<file path="src/design/shpcp_pkg.sv">
// Package for the serial hex parameter command parser.
// Holds the character codes, target codes and byte class type shared by the
// decoder, the top level and the checker. No dependencies.
package shpcp_pkg;

  // ASCII codes the parser reacts to
  localparam logic [7:0] CH_COLON    = 8'h3A;
  localparam logic [7:0] CH_NEWLINE  = 8'h0A;
  localparam logic [7:0] CH_TEL_ON   = 8'h54;  // 'T'
  localparam logic [7:0] CH_TEL_OFF  = 8'h74;  // 't'
  localparam logic [7:0] CH_ZERO     = 8'h30;
  localparam logic [7:0] CH_NINE     = 8'h39;
  localparam logic [7:0] CH_LC_A     = 8'h61;
  localparam logic [7:0] CH_LC_F     = 8'h66;
  localparam logic [7:0] CH_UC_A     = 8'h41;
  localparam logic [7:0] CH_UC_F     = 8'h46;

  // Hex letters: low nibble of 'a'/'A' is 1, so digit value = nibble + 9
  localparam logic [3:0] HEX_LETTER_ADJ = 4'd9;

  localparam int unsigned TARGET_W = 3;
  localparam int unsigned VALUE_W  = 16;

  // Target codes
  localparam logic [TARGET_W-1:0] TGT_NONE  = 3'd0;
  localparam logic [TARGET_W-1:0] TGT_GAIN  = 3'd1;
  localparam logic [TARGET_W-1:0] TGT_INTEG = 3'd2;
  localparam logic [TARGET_W-1:0] TGT_DERIV = 3'd3;
  localparam logic [TARGET_W-1:0] TGT_SETPT = 3'd4;
  localparam logic [TARGET_W-1:0] TGT_OFFS  = 3'd5;

  // Classification of one received byte
  typedef struct packed {
    logic [TARGET_W-1:0] sel;      // selection letter code, TGT_NONE if not one
    logic                is_hex;   // hex digit in either case
    logic [3:0]          hex_val;  // its value
    logic                is_term;  // ':' or newline
    logic                tel_on;
    logic                tel_off;
  } byte_class_t;

endpackage

</file>
<file path="src/design/shpcp_decode.sv">
// Byte classifier for the serial hex parameter command parser.
// Pure combinational decode of one ASCII byte; uses shpcp_pkg.
module shpcp_decode (
  input  logic [7:0]                rx_byte_i,
  output shpcp_pkg::byte_class_t    class_o
);

  logic is_dec;
  logic is_lc;
  logic is_uc;

  // Digit ranges
  assign is_dec = (rx_byte_i >= shpcp_pkg::CH_ZERO) && (rx_byte_i <= shpcp_pkg::CH_NINE);
  assign is_lc  = (rx_byte_i >= shpcp_pkg::CH_LC_A) && (rx_byte_i <= shpcp_pkg::CH_LC_F);
  assign is_uc  = (rx_byte_i >= shpcp_pkg::CH_UC_A) && (rx_byte_i <= shpcp_pkg::CH_UC_F);

  always_comb begin
    class_o.is_hex  = is_dec || is_lc || is_uc;
    class_o.hex_val = is_dec ? rx_byte_i[3:0] : (rx_byte_i[3:0] + shpcp_pkg::HEX_LETTER_ADJ);
    class_o.is_term = (rx_byte_i == shpcp_pkg::CH_COLON) ||
                      (rx_byte_i == shpcp_pkg::CH_NEWLINE);
    class_o.tel_on  = (rx_byte_i == shpcp_pkg::CH_TEL_ON);
    class_o.tel_off = (rx_byte_i == shpcp_pkg::CH_TEL_OFF);

    // Selection letters, either case
    unique case (rx_byte_i)
      8'h70, 8'h50: class_o.sel = shpcp_pkg::TGT_GAIN;   // p P
      8'h69, 8'h49: class_o.sel = shpcp_pkg::TGT_INTEG;  // i I
      8'h64, 8'h44: class_o.sel = shpcp_pkg::TGT_DERIV;  // d D
      8'h73, 8'h53: class_o.sel = shpcp_pkg::TGT_SETPT;  // s S
      8'h6F, 8'h4F: class_o.sel = shpcp_pkg::TGT_OFFS;   // o O
      default:      class_o.sel = shpcp_pkg::TGT_NONE;
    endcase
  end

endmodule

</file>
<file path="src/design/serial_hex_parameter_command_parser.sv">
// Top level of the serial hex parameter command parser.
// Uses shpcp_pkg and shpcp_decode.
//
// Takes one received byte per item and returns exactly one result item per
// byte, the cycle after acceptance. The byte is decoded and the parser state
// updated in the accepting cycle; the result sits in an output register. A
// new byte is accepted every cycle while the output register is empty or
// being taken, so the sustained rate is one item per clock. Results for a
// terminator that closes a number carry the selected target and value;
// update_strobe_o is high only when that target is not none.
module serial_hex_parameter_command_parser (
  input  logic                               clk_i,
  input  logic                               rst_ni,
  // input channel
  input  logic                               in_valid_i,
  output logic                               in_ready_o,
  input  logic [7:0]                         rx_byte_i,
  // result channel
  output logic                               out_valid_o,
  input  logic                               out_ready_i,
  output logic                               update_strobe_o,
  output logic [shpcp_pkg::TARGET_W-1:0]     update_target_o,
  output logic [shpcp_pkg::VALUE_W-1:0]      update_value_o,
  output logic                               telemetry_on_o
);

  shpcp_pkg::byte_class_t cls;

  // Parser state
  logic                            num_mode_q,  num_mode_d;
  logic [shpcp_pkg::TARGET_W-1:0]  sel_q,       sel_d;
  logic [shpcp_pkg::VALUE_W-1:0]   acc_q,       acc_d;
  logic                            tel_q,       tel_d;

  // Result register
  logic                            out_valid_q;
  logic                            strobe_q,    strobe_d;
  logic [shpcp_pkg::TARGET_W-1:0]  target_q,    target_d;
  logic [shpcp_pkg::VALUE_W-1:0]   value_q,     value_d;

  logic accept;

  shpcp_decode u_decode (
    .rx_byte_i (rx_byte_i),
    .class_o   (cls)
  );

  assign in_ready_o = !out_valid_q || out_ready_i;
  assign accept     = in_valid_i && in_ready_o;

  // Next state and result for the incoming byte; other bytes leave state alone
  always_comb begin
    num_mode_d = num_mode_q;
    sel_d      = sel_q;
    acc_d      = acc_q;
    tel_d      = tel_q;
    strobe_d   = 1'b0;
    target_d   = shpcp_pkg::TGT_NONE;
    value_d    = '0;
    if (!num_mode_q) begin
      if (cls.sel != shpcp_pkg::TGT_NONE) begin
        sel_d = cls.sel;
      end else if (cls.tel_on) begin
        tel_d = 1'b1;
      end else if (cls.tel_off) begin
        tel_d = 1'b0;
      end else if (cls.is_term) begin
        num_mode_d = 1'b1;
        acc_d      = '0;
      end
    end else begin
      if (cls.is_hex) begin
        acc_d = {acc_q[shpcp_pkg::VALUE_W-5:0], cls.hex_val};
      end else if (cls.is_term) begin
        num_mode_d = 1'b0;
        target_d   = sel_q;
        value_d    = acc_q;
        strobe_d   = (sel_q != shpcp_pkg::TGT_NONE);
        sel_d      = shpcp_pkg::TGT_NONE;
      end
    end
  end

  // Control state and parser state
  always_ff @(posedge clk_i or negedge rst_ni) begin
    if (!rst_ni) begin
      num_mode_q  <= 1'b0;
      sel_q       <= shpcp_pkg::TGT_NONE;
      acc_q       <= '0;
      tel_q       <= 1'b0;
      out_valid_q <= 1'b0;
    end else begin
      if (accept) begin
        num_mode_q <= num_mode_d;
        sel_q      <= sel_d;
        acc_q      <= acc_d;
        tel_q      <= tel_d;
      end
      if (accept) begin
        out_valid_q <= 1'b1;
      end else if (out_ready_i) begin
        out_valid_q <= 1'b0;
      end
    end
  end

  // Result payload
  always_ff @(posedge clk_i) begin
    if (accept) begin
      strobe_q <= strobe_d;
      target_q <= target_d;
      value_q  <= value_d;
    end
  end

  // Telemetry is reported as it stands after the byte; it only changes on accept
  assign out_valid_o     = out_valid_q;
  assign update_strobe_o = strobe_q;
  assign update_target_o = target_q;
  assign update_value_o  = value_q;
  assign telemetry_on_o  = tel_q;

endmodule

</file>
<file path="config.mk">
export PLATFORM = sky130hd
export DESIGN_NAME = serial_hex_parameter_command_parser
export DESIGN_NICKNAME = d
export VERILOG_FILES = /design/src/design/shpcp_pkg.sv /design/src/design/shpcp_decode.sv /design/src/design/serial_hex_parameter_command_parser.sv
export SDC_FILE = /design/constraint.sdc
export NUM_CORES = 1
export LEC_CHECK = 0
export BUFFER_PORTS_ARGS = -buffer_cell sky130_fd_sc_hd__buf_2
export CAP_MARGIN = 10
export CELL_PAD_IN_SITES_DETAIL_PLACEMENT = 0
export CELL_PAD_IN_SITES_GLOBAL_PLACEMENT = 2
export CORE_MARGIN = 2
export CORE_UTILIZATION = 25
export DETAILED_ROUTE_END_ITERATION = 10
export GPL_TIMING_DRIVEN = 0
export PLACE_DENSITY = 0.69
export SYNTH_ARGS = -nofsm -noshare
export SYNTH_HDL_FRONTEND = slang
export SYNTH_SLANG_ARGS = --single-unit
</file>
<file path="constraint.sdc">
create_clock -name clk_i -period 4.9 [get_ports clk_i]
set_input_delay 0.735 -clock clk_i [delete_from_list [all_inputs] [get_ports clk_i]]
set_output_delay 0.735 -clock clk_i [all_outputs]
set_load 0.005 [all_outputs]
</file>
==> flow_metrics.tcl, run 1 <==
set metrics [dict create \
    worst_ep_required_time_ns 5.06 \
    hold_buffers 0 \
    ys_warn_count 0 \
    rsz0062_at_grt "false" \
    wl_per_cell_um 12.3 \
    dr_total_vias 1418 \
    clk_latency_ns 0.29 \
    power_leakage_nw 1.03 \
    syn-cell-area_um2 2030 \
    total_power_uw 686 \
    wirelength_mm 4.09 \
    cts_buffers 5 \
    p_int_uw 518 \
    yosysSeqAreaShare_pct 56.7 \
    synth_top_family_by_area "simple AND/OR/NAND/NOR gates" \
    ctsResizeCount 0 \
    place_area_um2 2330 \
    final_cell_mix "40 x buf_2, 36 x nand2_1, 22 x dfrtp_1" \
    min_period_ns 2.46 \
    end_kind "register" \
    start_util_pct 26.0 \
    dieArea_um2 8870 \
    syn-num-nets 205 \
    io_pins 35 \
    clock_path_buffers 2 \
    criticalPathCategory "in -> reg" \
    grt_max_degree 23 \
    critPathLaunchType "primary input" \
    synthesis.instances 188 \
    fin_worst_skew_ns 0.00413 \
    status "finished clean" \
    stdcell_area_um2 2410 \
    clkPwrFrac_pct 31.1 \
    area_growth_pct 18.7 \
    worst_slack_ns 2.44 \
    rrSetupSlack_ns 2.60 \
    max_freq_mhz 407 \
    grt_pass1_vias 1422 \
    grt_pass1_wl_mm 7.13 \
    arrival_ns 2.62 \
    final_nets 246 \
    dp_slack_ns 2.04 \
    crit_path_max_incr_delay_ns 0.60 \
    cts-root-buf "clkbuf_8" \
    vdd_drop_max_mv 0.0942 \
    cts_sinks 42 \
    synthMuxAreaShare_pct 3.45 \
    synthFlopType "dfrtp_1" \
    cts_max_level 2 \
    power.density_nw_per_um2 285 \
    setup_viol 0 \
    drc 0 \
    crit_chain "buf_2 > nand2b_1 > nand2_1 > inv_1 > nand3b_1 > buf_2 > nand2_1 > o21ai_0" \
    crit_slowest_cell "inv_1" \
    synth_edf_count 20 \
    track_usage_pct 10.5 \
    synthArstFlopShare_pct 52.4 \
    fin_setup_tns_ns 0 \
    netSwitchingFraction_pct 24.6 \
    power.switching_uw 169 \
    dp_hpwl_mm 2.90 \
    synth_seq_cells 42 \
    synthAdderAreaFrac_pct 3.08 \
    overflow 0 \
    slew_headroom_pct 46.3 \
    pwr-share-seq_pct 59.0 \
    yosys.area_share.simple_pct 20.9 \
    gp_congestion 0.743 \
    placement.io_buffers 34 \
    drive_gt1_share_pct 22.2 \
    fp.dieH_um 94.2 \
    ant_nets 0 \
    yosys.cell_types.count 40 \
    fp-row-count 32 \
    first_pass_iters 5 \
    hold_violations 0 \
    worst-path-max-fanout 21 \
    maxCapViolations 0 \
    avgSynthCellArea_um2 10.8 \
    antenna_found_initial 0 \
    maxSlewViolCount 0 \
    tightestPinTransition_ns 0.804 \
    layout_commonest_cell "buf_2" \
    vias_per_cell 4.27 \
    core_area_um2 7810 \
    cts_tree "done" \
    p_comb_share_pct 9.9 \
    diodes 0 \
    post_cts_buffers 0 \
    drtIter0Drc 107 \
    synth_compound_area_share_pct 10.3 \
    path_clk_slew_ns 0.08 \
    die_w_um 94.2 \
    hold_class "in -> async" \
    fin_crit_sh_pct 50.1 \
    synthXorXnorAreaFrac_pct 1.29 \
]
==> stage by stage <==
step | std cells | util (%) | hold slack, ns
3_5_place_dp | 324 | 29.8 | 0.483
3_3_place_gp | 324 | 29.8 | 0.483
4_1_cts | 332 | 30.9 | 0.420
2_1_floorplan | 188 | - | 0.439
5_1_grt | 332 | 30.9 | 0.440
6_report | 332 | 30.9 | 0.411
==> kinds of logic after synthesis <==
group	Yosys count
and+or+nand+nor	80
DFF	42
AOI/OAI and AO/OA	34
buffers and inverters	17
muxes	7
adders and majority gates	5
xor gates and xnor gates	3
==> cell usage after synthesis (4+ instances only) <==
library cell	number	area [um2]
edfxtp_1	20	601
dfrtp_1	22	551
nand2b_1	4	25.0
o21ai_0	19	95.1
inv_1	8	30.0
nand3_1	5	25.0
buf_2	6	30.0
and2_1	19	119
ha_1	5	62.6
mux2i_1	7	70.1
nand2_1	36	135
==> critical path: cells and delay by family <==
| family | cells | cell delay (ns) |
|---|---|---|
| buffers and inverters | 3 | 0.99 |
| and+or+nand+nor | 4 | 0.80 |
| AOI/OAI and AO/OA | 1 | 0.08 |
==> flip-flops by register name, indices dropped and copies added, names as in the netlist <==
| name | cells |
|---|---|
| out_valid_o | 1 |
| telemetry_on_o | 1 |
| sel_q | 3 |
| update_strobe_o | 1 |
| acc_q | 16 |
| update_value_o | 16 |
| num_mode_q | 1 |
| update_target_o | 3 |
==> power groups by stage <==
stage / combinational [mW] / sequential, mW / clock, mW
4_1_cts: 0.0696 / 0.406 / 0.222
3_3_place_gp: 0.0690 / 0.412 / 0
6_report: 0.0678 / 0.405 / 0.213
2_1_floorplan: 0.0388 / 0.410 / 0
3_5_place_dp: 0.0693 / 0.413 / 0
5_1_grt: 0.0793 / 0.409 / 0.239
==> routing by layer <==
layer	part of all wire, %	GRT usage [%]	vias up
met2	44	16.4	34
li1	-	-	729
met1	50	14.0	649
met5	0	0	-
met3	4.3	2.41	6
met4	1.9	4.11	0
==> final timing paths <==
check,depth (start not counted),to,start
max,8,acc_q[15]$_DFFE_PN0P_,out_ready_i
min,1,telemetry_on_o$_DFFE_PN0P_,rst_ni
max reg2reg,7,acc_q[15]$_DFFE_PN0P_,out_valid_o$_DFFE_PN0P_
min reg2reg,2,acc_q[14]$_DFFE_PN0P_,acc_q[10]$_DFFE_PN0P_
max in group asynchronous,1,acc_q[12]$_DFFE_PN0P_,rst_ni
min in group clk_i,2,acc_q[14]$_DFFE_PN0P_,acc_q[10]$_DFFE_PN0P_
==> layout make-up <==
| class | count | area [um2] |
|---|---|---|
| fillers | 829 | 5400 |
| clock buffers | 6 | 72.6 |
| repair buffers | 34 | 170 |
| multi-input cells | 129 | 795 |
| well taps | 102 | 128 |
| plain buffers | 9 | 56.3 |
| clock inverters | 2 | 8.76 |
| inverters | 8 | 30.0 |
| flip-flops and latches | 42 | 1150 |
Power figures use the tool's default switching activity.
==> inputs of run 2 (changes only) <==
==> constraint.sdc (replaced) <==
create_clock -name clk_i -period 2.45 [get_ports clk_i]
set_input_delay 0.3675 -clock clk_i [delete_from_list [all_inputs] [get_ports clk_i]]
set_output_delay 0.3675 -clock clk_i [all_outputs]
set_load 0.005 [all_outputs]
==> flow_metrics.tcl, run 2 (same netlist as run 1, synthesis figures left out) <==
set metrics [dict create \
    end_kind "register" \
    dp.cells 324 \
    fin_crit_sh_pct 82.4 \
    worst-path-max-fanout 21 \
    whs_ns 0.0437 \
    hold_violations 0 \
    power.switching_uw 338 \
    clk_latency_ns 0.29 \
    die_w_um 94.2 \
    wl_per_cell_um 12.3 \
    min_period_ns 2.02 \
    cts-root-buf "clkbuf_8" \
    cts_tree "done" \
    worst_ep_required_time_ns 2.65 \
    first_pass_iters 5 \
    maxCapViolations 0 \
    total_power_mw 1.37 \
    cts_sinks 42 \
    status "finished clean" \
    core_area_um2 7810 \
    path_clk_slew_ns 0.08 \
    slew_headroom_pct 59.1 \
    fp-row-count 32 \
    io_pins 35 \
    place_area_um2 2330 \
    clkPwrFrac_pct 31.0 \
    placement.io_buffers 34 \
    drc 0 \
    worst_slack_ns 0.430 \
    fp.dieH_um 94.2 \
    layout_commonest_cell "buf_2" \
    fin_setup_tns_ns 0 \
    final_util_pct 31.2 \
    diodes 0 \
    power.density_nw_per_um2 564 \
    dieArea_um2 8870 \
    criticalPathCategory "reg -> reg" \
    critPathLaunchType "register" \
    cts_max_level 2 \
    setup_viol 0 \
    fin_worst_skew_ns 0.00484 \
    clock_path_buffers 2 \
    ant_nets 0 \
    wirelength_mm 4.13 \
    overflow 0 \
    track_usage_pct 10.5 \
    hold_class "in -> async" \
    tightestPinTransition_ns 0.606 \
    rsz0062_at_grt "false" \
    final_nets 249 \
    netSwitchingFraction_pct 24.6 \
    drive_gt1_share_pct 23.6 \
    area_growth_pct 20.0 \
    final_cell_mix "40 x buf_2, 36 x nand2_1, 22 x dfrtp_1" \
    p_comb_share_pct 10.0 \
    pwr-share-seq_pct 59.0 \
    arrival_ns 2.22 \
    dp_hpwl_mm 2.90 \
    grt_pass1_wl_mm 7.13 \
    vdd_drop_max_mv 0.189 \
    dr_total_vias 1423 \
    gp_congestion 0.743 \
    p_int_mw 1.04 \
    stdcell_area_um2 2440 \
    vias_per_cell 4.25 \
    maxSlewViolCount 0 \
    drtIter0Drc 99 \
    grt_max_degree 23 \
    antenna_found_initial 0 \
    max_freq_mhz 495 \
    power_leakage_nw 1.04 \
    dp_slack_ns -0.0474 \
    finalNonFillerCells 335 \
    start_util_pct 26.0 \
    cts_buffers 5 \
    grt_pass1_vias 1422 \
]
-- run 2: changes by cell type in the layout (fill, tap and decap cells not counted) --
cell | before | now
buf_4 | 0 | 3
clkinvlp_4 | 0 | 1
inv_1 | 8 | 7
-- run 2: power by group through the flow --
stage                     Clock (mW)  Sequential [mW]  Combinational (mW)
after detailed placement           0            0.826               0.139
after floorplan                    0            0.821              0.0776
after global routing           0.477            0.818               0.160
final                          0.426            0.810               0.137
after global placement             0            0.825               0.138
after CTS                      0.444            0.811               0.139
-- run 2: layout make-up --
type | instances | area (um2)
Clock buffer | 6 | 72.6
Clock inverter | 2 | 8.76
Fill cell | 828 | 5370
Buffer | 9 | 56.3
Tap cell | 102 | 128
Timing Repair Buffer | 37 | 193
Multi-Input combinational cell | 129 | 795
Inverter | 8 | 33.8
Sequential cell | 42 | 1150
-- run 2: timing repair --
action / 4_1_cts / 5_1_grt
resized for setup: 0 / 1
setup buffers: 0 / 3
setup endpoints to repair: 0 / 10
hold buffers: 0 / 0
-- run 2: per-layer routing --
layer / vias to the layer above / GRT usage (%) / wire length (um)
met4: 0 / 4.11 / 78
met5: - / 0 / 0
met3: 6 / 2.41 / 174
met1: 650 / 14.0 / 2020
li1: 733 / - / -
met2: 34 / 16.4 / 1850
-- run 2: final timing paths --
path	start	endpoint	slack (ns)	cells past startpoint
worst max-delay path	out_valid_o$_DFFE_PN0P_	acc_q[15]$_DFFE_PN0P_	0.43	7
worst min-delay path	rst_ni	telemetry_on_o$_DFFE_PN0P_	0.04	1
worst max register to register	out_valid_o$_DFFE_PN0P_	acc_q[15]$_DFFE_PN0P_	0.43	7
worst min register to register	acc_q[10]$_DFFE_PN0P_	acc_q[14]$_DFFE_PN0P_	0.50	2
max in group asynchronous	rst_ni	acc_q[12]$_DFFE_PN0P_	2.05	1
min in group clk_i	in_valid_i	out_valid_o$_DFFE_PN0P_	0.30	2
-- run 2: worst max-delay path, stage by stage (launching register included) --
cell and delay (ns):
dfrtp_1 0.35, nand2b_1 0.11, nand2_1 0.20, clkinvlp_4 0.43
nand3b_1 0.33, buf_2 0.28, nand2_1 0.07, o21ai_0 0.16
